`src/rtl/tds_div.sv`:
```
// Restoring divider: signed Q16.16 quotient (n << 16) / d, saturated, one bit a cycle.
module tds_div (
  input  logic               clk,
  input  logic               rst_n,
  input  logic               start,
  input  logic signed [32:0] num,
  input  logic signed [31:0] den,
  output logic               done,
  output logic signed [31:0] quot
);
  // magnitude of num << 16 fits in 49 bits; its top bit is preloaded in rem
  logic [47:0] dvd_r, dvd_nxt;
  logic [47:0] q_r, q_nxt;
  logic [32:0] rem_r, rem_nxt;
  logic [32:0] dsr_r, dsr_nxt;
  logic        neg_r, neg_nxt;
  logic [5:0]  cnt_r, cnt_nxt;
  logic        busy_r, busy_nxt;
  logic        done_r, done_nxt;
  logic [32:0] num_mag;
  logic [32:0] trial;
  logic signed [49:0] sq;

  assign num_mag = num[32] ? 33'(-num) : 33'(num);
  assign trial   = {rem_r[31:0], dvd_r[47]};

  always_comb begin
    dvd_nxt  = dvd_r;
    q_nxt    = q_r;
    rem_nxt  = rem_r;
    dsr_nxt  = dsr_r;
    neg_nxt  = neg_r;
    cnt_nxt  = cnt_r;
    busy_nxt = busy_r;
    done_nxt = 1'b0;
    if (start) begin
      dvd_nxt  = {num_mag[31:0], 16'd0};
      rem_nxt  = {32'd0, num_mag[32]};
      dsr_nxt  = den[31] ? 33'(-$signed({den[31], den})) : {1'b0, den};
      neg_nxt  = num[32] ^ den[31];
      q_nxt    = '0;
      cnt_nxt  = 6'd48;
      busy_nxt = 1'b1;
    end else if (busy_r) begin
      // num_mag bit 32 is preloaded in rem; 48 shifts cover bits 47..0
      if (trial >= dsr_r) begin
        rem_nxt = trial - dsr_r;
        q_nxt   = {q_r[46:0], 1'b1};
      end else begin
        rem_nxt = trial;
        q_nxt   = {q_r[46:0], 1'b0};
      end
      dvd_nxt = {dvd_r[46:0], 1'b0};
      cnt_nxt = cnt_r - 6'd1;
      if (cnt_r == 6'd1) begin
        busy_nxt = 1'b0;
        done_nxt = 1'b1;
      end
    end
  end

  always_ff @(posedge clk) begin
    if (!rst_n) begin
      busy_r <= 1'b0;
      done_r <= 1'b0;
      cnt_r  <= '0;
    end else begin
      busy_r <= busy_nxt;
      done_r <= done_nxt;
      cnt_r  <= cnt_nxt;
    end
    dvd_r <= dvd_nxt;
    q_r   <= q_nxt;
    rem_r <= rem_nxt;
    dsr_r <= dsr_nxt;
    neg_r <= neg_nxt;
  end

  // the magnitude bit 32 of num enters rem first, so the quotient holds 48 bits
  assign sq = neg_r ? -$signed({2'b00, q_r}) : $signed({2'b00, q_r});
  always_comb begin
    if (sq > 50'sh7FFF_FFFF) quot = 32'sh7FFF_FFFF;
    else if (sq < -50'sh8000_0000) quot = 32'sh8000_0000;
    else quot = sq[31:0];
  end
  assign done = done_r;
endmodule
```
`config.mk`:
```
export PLATFORM = sky130hd
export DESIGN_NAME = tds_div
export DESIGN_NICKNAME = d
export VERILOG_FILES = /design/src/rtl/tds_div.sv
export SDC_FILE = /design/constraint.sdc
export NUM_CORES = 1
export LEC_CHECK = 0
export BUFFER_PORTS_ARGS = -buffer_cell sky130_fd_sc_hd__buf_2
export CAP_MARGIN = 20
export CORE_MARGIN = 2
export CORE_UTILIZATION = 42
export DETAILED_ROUTE_END_ITERATION = 10
export GPL_TIMING_DRIVEN = 1
export PLACE_DENSITY = 0.61
export RECOVER_POWER = 100
export SETUP_SLACK_MARGIN = 0.4
export SLEW_MARGIN = 20
export SYNTH_ARGS = -nofsm -noshare
export SYNTH_HDL_FRONTEND = slang
export SYNTH_SLANG_ARGS = --single-unit
```
`constraint.sdc`:
```
create_clock -name clk -period 3.67 [get_ports clk]
set_input_delay 0 -clock clk [delete_from_list [all_inputs] [get_ports clk]]
set_output_delay 0 -clock clk [all_outputs]
set_load 0.1 [all_outputs]
```
==> results.ini, run 1 <==
[run_status]
status=complete, but fails checks
violations=max-capacitance violations, max-slew violations, negative setup slack

[pwr]
irDropWorstVdd_mv=0.391
power_switching_mw=2.61
swShare=0.390
leakage_nw=5.70
clock_power_share=0.267
seq_power_share=0.298
comb_power_share=0.435
power_density_nw_per_um2=484
total_power_mw=6.69
p_int_mw=4.08

[setup_path]
critical_path_class=register to output pin
required_ns=3.67
worstPathMaxFanout=7
worst_ep_arrival_time_ns=4.26
cp-end-kind=output pin
startpoint_type=register

[grt]
grt_pass1_vias=8834
grt_overflow_total=0
grt_max_degree=84
antenna_found_initial=0
track_usage=0.204
grt_pass1_wl_um=44000

[detailed_routing]
route.detailed.drc=0
wl_um=26500
drt_iter0_markers=625
drt_pre_antenna_iters=5
ant_nets=0
routedWlPerCell_um=15.5
vias_per_cell=5.46
vias=9328

[clock_tree]
insertion_delay_ns=0.42
clk_pin_slew_ns=0.07
cts.path.max_buffers=2
cts_tree=yes
cts_inserted_buffers=17
clock_sinks=154
cts-htree-levels=4
cts_root_buf=clkbuf_16

[synth]
ys_types=65
ys_async_sr_fraction=0
synth_seq_area_share=0.362
synth_area_um2=10400
synth_ff_type=dfxtp_1
yosys_warnings=0
synth_cells=1192
synth_edf_count=67
ys_seq_elements=154
synthesis.nets=1299
avgSynthCellArea_um2=8.70

[floorplan]
die_width_um=161
die_y_um=161
dieArea_um2=26000
fp-row-count=57
initial_core_util=0.427
boundaryPins=101
coreArea_um2=24300

[placed_design]
dp.cells=1616
place.gp.congestion=0.933
io_buffers=100
dp_hpwl_um=18500

[timing]
clock_skew_ns=0.0154
hold_violations=0
relSlewSlack=-1.02
fmax_mhz=235
fin_crit_ns=4.26
maxSlewViolCount=84
setup_slack_ns=-0.593
rsz0062_at_grt=true
final.period_utilization=1.16
finalSetupViolCount=31
tightest_slew_ns=3.03

[finish]
final_nets=1479
fin_cells=1709
n_antenna_cell=0
n_fill_cell=2122
syn_to_final_growth_pct=33.2
layout-drive-gt1-share=0.206
fin_util=0.568

[worst_hold_path]
hold_path.class=primary input to register

[flow_run]
maxCapViolCount=1

## through the flow
stage | setup WS (ns) | TNS (ns) | hold WS (ns) | area [um^2]
finish | -0.593 | -17.86 | 0.0157 | 13800
global placement | -0.264 | -4.67 | 0.220 | 12500
detailed placement | -0.313 | -6.33 | 0.224 | 12500
global route | -0.759 | -39.55 | 0.0279 | 13800
floorplan | -0.373 | -10.85 | 0.0989 | 10800
CTS | -0.575 | -17.41 | 0.000257 | 13800
## metal layers
layer / track usage / part of all wire
met5: 0 / 0
met4: 0.0491 / 0.014
met3: 0.0326 / 0.039
met2: 0.349 / 0.49
met1: 0.272 / 0.46
## registers in the layout, indices dropped and copies added, names as in the netlist
| signal | count |
|---|---|
| q_r | 48 |
| dsr_r | 33 |
| dvd_r | 32 |
| rem_r | 32 |
| cnt_r | 6 |
| busy_r | 1 |
| done | 1 |
| neg_r | 1 |
## power groups by stage
stage | registers [mW] | logic [mW] | clock network, mW
6_report | 1.99 | 2.91 | 1.79
5_1_grt | 2.00 | 3.07 | 1.91
4_1_cts | 1.99 | 2.89 | 1.83
3_5_place_dp | 2.03 | 2.80 | 0
3_3_place_gp | 2.03 | 2.78 | 0
2_1_floorplan | 2.00 | 1.97 | 0
## final cells by class
| cell class | instances | area [um^2] | area share |
|---|---|---|---|
| Clock buffer | 23 | 532 | 0.0385 |
| Clock inverter | 9 | 71.3 | 0.00516 |
| Inverter | 62 | 233 | 0.0168 |
| Multi-Input combinational cell | 909 | 6640 | 0.481 |
| Sequential cell | 154 | 3760 | 0.272 |
| Tap cell | 324 | 405 | 0.0293 |
| Timing Repair Buffer | 228 | 2180 | 0.158 |
## cells by family after synthesis
family | synth area share
muxes | 0.0812
other | 0.000361
buffers and inverters | 0.0497
adders and majority gates | 0.0478
DFF | 0.362
xor gates and xnor gates | 0.106
AOI/OAI and AO/OA | 0.183
and+or+nand+nor | 0.170
## placed cells by master, fill, tap and decap left out, types with 7 or more instances in the layout
cell type / n
nor2_1: 143
dfxtp_1: 84
mux2i_1: 74
nand2_1: 73
a21oi_1: 72
buf_4: 69
xnor2_1: 68
edfxtp_1: 67
inv_1: 61
buf_2: 60
xor2_1: 58
o21ai_0: 54
dlygate4sd3_1: 46
ha_1: 37
buf_12: 37
o31ai_1: 31
o21ai_4: 30
a211oi_1: 28
nand3_1: 24
or3_1: 23
clkbuf_16: 21
or4_1: 14
nor3_1: 14
a21o_1: 11
o41ai_1: 10
mux2_2: 9
nand2b_1: 9
and3_1: 9
clkbuf_1: 8
or2_2: 7
nor2b_1: 7
nor4_1: 7
o311ai_0: 7
o21a_1: 7
o31a_1: 7
## Yosys cell counts, types with 7 or more instances
cell type / count / area [um^2]
o21a_1: 7 / 52.6
buf_1: 7 / 26.3
o31ai_1: 31 / 233
o41ai_1: 13 / 114
nor2_1: 143 / 537
nand2_1: 73 / 274
edfxtp_1: 67 / 2010
a211oi_1: 29 / 218
or2_2: 7 / 43.8
and3_1: 9 / 56.3
inv_1: 61 / 229
nand2b_1: 9 / 56.3
dfxtp_1: 87 / 1740
nor3_1: 14 / 70.1
nor4_1: 8 / 50.1
or3_1: 26 / 163
xnor2_1: 68 / 596
a21oi_1: 73 / 365
o31a_1: 7 / 61.3
or4_1: 19 / 143
clkbuf_1: 50 / 188
a21o_1: 11 / 82.6
ha_1: 38 / 475
o21ai_0: 84 / 420
o311ai_0: 7 / 61.3
nand3_1: 24 / 120
nor2b_1: 7 / 43.8
mux2i_1: 74 / 741
xor2_1: 58 / 508
mux2_2: 9 / 101
## worst max-delay path: stages (launching register included)
cell     delay, ns
dfxtp_1       0.32
or4_4         0.55
or3_4         0.36
or4_4         0.59
o41ai_4       0.31
xor2_1        0.12
or3_4         0.41
nor4_4        0.24
buf_4         0.16
a41oi_4       0.11
buf_12        0.18
buf_12        0.14
o21ai_4       0.16
buf_12        0.19
## worst paths after layout
path,end,slack (ns),cells past startpoint,startpoint
max reg2reg,rem_r[5],0.11,12,rem_r[0]
min reg2reg,rem_r[2],0.50,2,rem_r[2]
max,quot[7],-0.59,13,q_r[7]
min,dvd_r[32],0.02,3,num[16]
## what timing repair did
action,4_1_cts,5_1_grt
hold buffers,46,0
setup endpoints to repair,53,61
pin swaps,8,9
gates cloned,3,1
endpoints found under the hold margin,51,0
resized for setup,26,12
setup buffers,8,3
Power figures use the tool's default switching activity.
==> run 2, diff against run 1 <==
Settings changed: PLACE_DENSITY 0.61 to 0.59.
Clock period 3.67 ns to 5.2 ns, I/O delays scaled along.
==> run 2 against run 1 <==
  * The run ends with max-capacitance violations, max-slew violations left
  * Sequential share of layout area is 3.3 points higher
  * Clock skew increased by 0.0059 ns
  * Core utilization is 6.3 points lower
  * Global-route usage fell by 1.9 points
  * Routed wire length down 9.3%
  * Worst hold slack better by 0.011 ns
  * Flip-flop and latch count did not move
  * Largest cell class unchanged
  * Largest power group unchanged
  * Highest routed layer unchanged
==> results.ini, run 2 (synthesis results as in run 1) <==
[setup_path]
worstPathMaxFanout=30
slowest_stage=or4_4
required_ns=5.20
reg2reg_slack_ns=0.62
cp-end-kind=output pin
critical_path_class=register to output pin
crit_path_max_incr_delay_ns=0.59
worst_ep_arrival_time_ns=4.72
startpoint_type=register
cpMostUsedCell=or4_4
crit_chain=or4_4 > or3_4 > or4_4 > o41ai_4 > xor2_1 > or4_1 > nor4_4 > a41oi_2 > buf_4 > o21ai_1 > clkbuf_2

[grt]
grt_max_degree=72
grt_use_met3=0.0267
met1_usage=0.256
met2_usage=0.303
track_usage=0.186
grt_overflow_total=0
grt_pass1_vias=8291
antenna_found_initial=0
busiest_layer=met2
grt_pass1_wl_um=40200

[clock_tree]
cts-htree-levels=4
cts_tree=yes
cts_root_buf=clkbuf_16
cts.path.max_buffers=2
clock_sinks=154
clk_pin_slew_ns=0.06
cts_inserted_buffers=17
insertion_delay_ns=0.43

[floorplan]
die_width_um=161
boundaryPins=101
initial_core_util=0.427
dieArea_um2=26000
die_y_um=161
fp-row-count=57
coreArea_um2=24300

[pwr]
irDropWorstVdd_mv=0.304
p_int_mw=2.48
comb_power_share=0.366
power_switching_mw=1.68
swShare=0.404
clock_power_share=0.296
power_density_nw_per_um2=338
leakage_nw=5.05
seq_power_share=0.338

[timing]
finalSetupViolCount=0
tightest_slew_ns=2.40
relSlewSlack=-0.600
maxSlewViolCount=142
hold_violations=0
final.period_utilization=0.907
fin_crit_ns=4.72
fin_tns_setup_ns=0
rsz0062_at_grt=false
clock_skew_ns=0.0213
fmax_mhz=212
hold_ws_ns=0.0266

[finish]
n_fill_cell=2307
fin_cells=1650
layout_common_cells=nor2_1, dfxtp_1, mux2i_1
top_register=q_r
layout-drive-gt1-share=0.124
syn_to_final_growth_pct=18.6
n_antenna_cell=0
largest_reg_flops=48
final_nets=1420
multi_input_area_um2=6170
reg_top3=q_r (48), dsr_r (33)
seq_area_um2=3760
final_common_cell=nor2_1

[flow_run]
maxCapViolCount=4

[detailed_routing]
routedWlPerCell_um=14.6
drt_pre_antenna_iters=5
route.detailed.drc=0
wl_um=24100
vias_per_cell=5.39
drt_iter0_markers=517
ant_nets=0
vias=8897

[placed_design]
dp_hpwl_um=16700
io_buffers=100
dp.cells=1559
place.gp.congestion=0.911

[run_status]
violations=max-capacitance violations, max-slew violations
status=complete, but fails checks

[worst_hold_path]
hold_path.class=primary input to register

## run 2: changes by cell type in the layout (fill, tap and decap cells not counted), moves of 3 or more
cell,delta
or4_4,-3
dlygate4sd3_1,+12
buf_12,-36
buf_2,+3
buf_4,-62
clkbuf_16,-4
clkinv_1,+3
or4b_4,-3
o21ai_4,-30
or4_1,+3
o21ai_1,+31
clkbuf_2,+29
or4b_2,+3
## run 2: layout make-up
type,instances,share of cell area
inverters,62,0.0189
flip-flops and latches,154,0.305
repair buffers,169,0.0947
well taps,324,0.0330
clock buffers,18,0.0349
multi-input cells,909,0.501
clock inverters,14,0.0119
## run 2: worst paths after layout
check | end | cells after the start | from
max | quot[10] | 11 | q_r[12]
min | dvd_r[29] | 3 | num[13]
max reg2reg | rem_r[6] | 11 | rem_r[0]
min reg2reg | rem_r[26] | 2 | rem_r[26]
## run 2: per-stage QoR
| stage | cell area (um^2) | utilization | power, mW | setup WS (ns) |
|---|---|---|---|---|
| after detailed placement | 11100 | 0.457 | 2.91 | 0.525 |
| final | 12300 | 0.506 | 4.16 | 0.481 |
| after CTS | 12300 | 0.506 | 4.20 | 0.415 |
| after floorplan | 10400 | - | 2.66 | 0.187 |
| after global routing | 12300 | 0.506 | 4.37 | 0.206 |
| after global placement | 11100 | 0.457 | 2.89 | 0.545 |
## run 2: layer usage
layer  share of wire  wire length, um
met5               0                0
met4           0.015              354
met2            0.45            10900
met1            0.50            11900
met3           0.035              843
## run 2: power groups by stage
stage               Combinational [mW]  Clock [mW]  Sequential, mW
floorplan                         1.25           0            1.41
global placement                  1.46           0            1.43
detailed placement                1.48           0            1.43
CTS                               1.53        1.27            1.41
global route                      1.64        1.31            1.42
finish                            1.52        1.23            1.41
## run 2: worst max-delay path: cells and delay by family, from the launching register on
kind | cells | cell delay [ns]
and+or+nand+nor | 5 | 2.40
xor gates and xnor gates | 1 | 0.10
buffers and inverters | 2 | 0.73
DFF | 1 | 0.37
AOI/OAI and AO/OA | 3 | 0.67
## run 2: what timing repair did
| item | CTS | global route |
|---|---|---|
| buffers inserted | 0 | 1 |
| gates resized for setup | 7 | 22 |
| pin swaps | 0 | 1 |
| setup endpoints to repair | 31 | 31 |
| hold endpoints to repair | 89 | 0 |
| hold buffers | 58 | 0 |
==> run 3, diff against run 2 <==
Settings changed: CORE_MARGIN 2 to not set, SLEW_MARGIN 20 to not set.
==> run 3 against run 2 <==
  * The flow still finishes with violations (max-capacitance violations, max-slew violations)
  * Clock skew decreased by 0.0094 ns
  * Critical endpoint is now quot[21]
  * Highest routed layer unchanged
  * Non-clock buffer count increased by 2
  * Worst setup slack got worse by 0.12 ns
  * Maximum frequency decreased by 2.4%
  * Combinational power hardly changed
  * Die area fell by 2.5%
  * Global-route usage rose by 0.20 points
  * Core utilization grew 0.19 points
  * Largest cell class unchanged
  * Via count down 0.54%
  * Register-to-register slack better by 0.19 ns
==> results.ini, run 3 (synthesis results as in run 1) <==
[timing]
hold_violations=0
maxSlewViolCount=134
tightest_slew_ns=3.41
finalSetupViolCount=0
relSlewSlack=-1.28
fmax_mhz=207
fin_tns_setup_ns=0
final.period_utilization=0.930
fin_crit_ns=4.83
rsz0062_at_grt=false
clock_skew_ns=0.0119

[worst_hold_path]
whs_endpoint=dvd_r[46]
min_path_cells=3
hold_path.class=primary input to register
hold_start=num[30]

[setup_path]
crit_path_max_incr_delay_ns=0.61
worst_ep_arrival_time_ns=4.83
critical_path_class=register to output pin
slowest_stage=or4b_2
crit_chain=or4_4 > or3_4 > or4_4 > o41ai_4 > xor2_1 > or4_1 > nor4_4 > or4b_2 > o2111ai_1 > clkbuf_2
startpoint_type=register
critPathLaunch=q_r[12]
cpMostUsedCell=or4_4
cp-end-kind=output pin
required_ns=5.20
reg2reg_slack_ns=0.81
worstRegToRegCells=11
reg2reg_from=rem_r[0]
r2r-end=rem_r[15]
worstPathMaxFanout=8

[grt]
grt_pass1_wl_um=39500
antenna_found_initial=0
grt_overflow_total=0
grt_max_degree=98
track_usage=0.188
grt_pass1_vias=8239

[clock_tree]
cts_root_buf=clkbuf_16
cts.path.max_buffers=2
insertion_delay_ns=0.43
cts-htree-levels=4
postCtsSetupBuffers=0
clock_sinks=154
cts_tree=yes
cts_inserted_buffers=17
clk_pin_slew_ns=0.07

[detailed_routing]
ant_nets=0
drt_iter0_markers=422
route.detailed.drc=0
wl_um=23700
vias=8849
drt_pre_antenna_iters=5
vias_per_cell=5.36
routedWlPerCell_um=14.3

[pwr]
clock_power_share=0.294
irDropWorstVdd_mv=0.278
comb_power_share=0.368
seq_power_share=0.338
swShare=0.418
power_switching_mw=1.73
p_int_mw=2.41
leakage_nw=5.05
power_density_nw_per_um2=337

[run_status]
status=complete, but fails checks
violations=max-capacitance violations, max-slew violations

[finish]
final_common_cell=nor2_1
syn_to_final_growth_pct=18.7
fin_util=0.508
largest_reg_flops=48
n_antenna_cell=0
top_register=q_r
layout-drive-gt1-share=0.122
reg_top3=q_r (48), dsr_r (33)
layout_common_cells=nor2_1, dfxtp_1, mux2i_1
final_nets=1422

[floorplan]
fp-row-count=57
initial_core_util=0.428
die_width_um=159
coreArea_um2=24200
die_y_um=159
dieArea_um2=25300
boundaryPins=101

[placed_design]
io_buffers=100
dp_hpwl_um=16300
place.gp.congestion=0.866

[flow_run]
maxCapViolCount=3

run 3: cell types whose count changed in the layout (fill, tap and decap cells not counted), moves of 2 or more:
cell,change
bufinv_16,-2
clkbuf_1,+3
inv_8,+5
buf_4,-2
clkinv_1,-3
inv_6,+2
dlygate4sd3_1,+3
buf_2,-4
run 3: worst max path at each step:
stage                to  depth (start not counted)
2_1_floorplan  quot[22]                         12
3_3_place_gp   quot[21]                         10
3_5_place_dp   quot[21]                         10
4_1_cts        quot[21]                         10
5_1_grt        quot[21]                         10
6_report       quot[21]                         10
run 3: area by class of cell:
cell class	count	area (um^2)
Clock buffer	17	425
Inverter	62	233
Fill cell	2341	11900
Clock inverter	15	149
Multi-Input combinational cell	909	6170
Sequential cell	154	3750
Timing Repair Buffer	171	1180
Tap cell	324	405
run 3: timing repair:
item | 4_1_cts | 5_1_grt
gates resized for setup | 10 | 26
setup endpoints to repair | 31 | 31
pin swaps | 0 | 1
hold endpoints to repair | 60 | 0
hold buffers | 61 | 0
run 3: through the flow:
stage | area [um^2] | power [mW] | setup WS (ns) | hold WS (ns) | std cells
final | 12300 | 4.15 | 0.366 | 0.0233 | 1652
after global routing | 12300 | 4.35 | 0.218 | 0.0158 | 1652
after CTS | 12300 | 4.18 | 0.405 | 0.00697 | 1651
after detailed placement | 11100 | 2.91 | 0.526 | 0.225 | 1558
after global placement | 11100 | 2.89 | 0.557 | 0.221 | 1558
after floorplan | 10400 | 2.66 | 0.187 | 0.0989 | 1192
run 3: metal layers:
layer | routed length (um) | up-vias | track usage
met4 | 300 | 0 | 0.0490
met2 | 10900 | 179 | 0.309
met5 | 0 | - | 0
met3 | 755 | 27 | 0.0333
met1 | 11700 | 4087 | 0.254
li1 | - | 4556 | -
run 3: critical path, delay by kind of cell, from the launching register on:
family,cells,cell delay (ns)
xor+xnor,1,0.11
compound gates,2,0.47
buf+inv,1,0.49
flops,1,0.37
simple gates,6,2.95
run 3: power by group through the flow:
stage          registers (mW)  logic, mW  clock network (mW)
2_1_floorplan            1.41       1.25                   0
3_3_place_gp             1.42       1.47                   0
3_5_place_dp             1.43       1.48                   0
4_1_cts                  1.40       1.53                1.25
5_1_grt                  1.41       1.63                1.30
6_report                 1.40       1.52                1.22
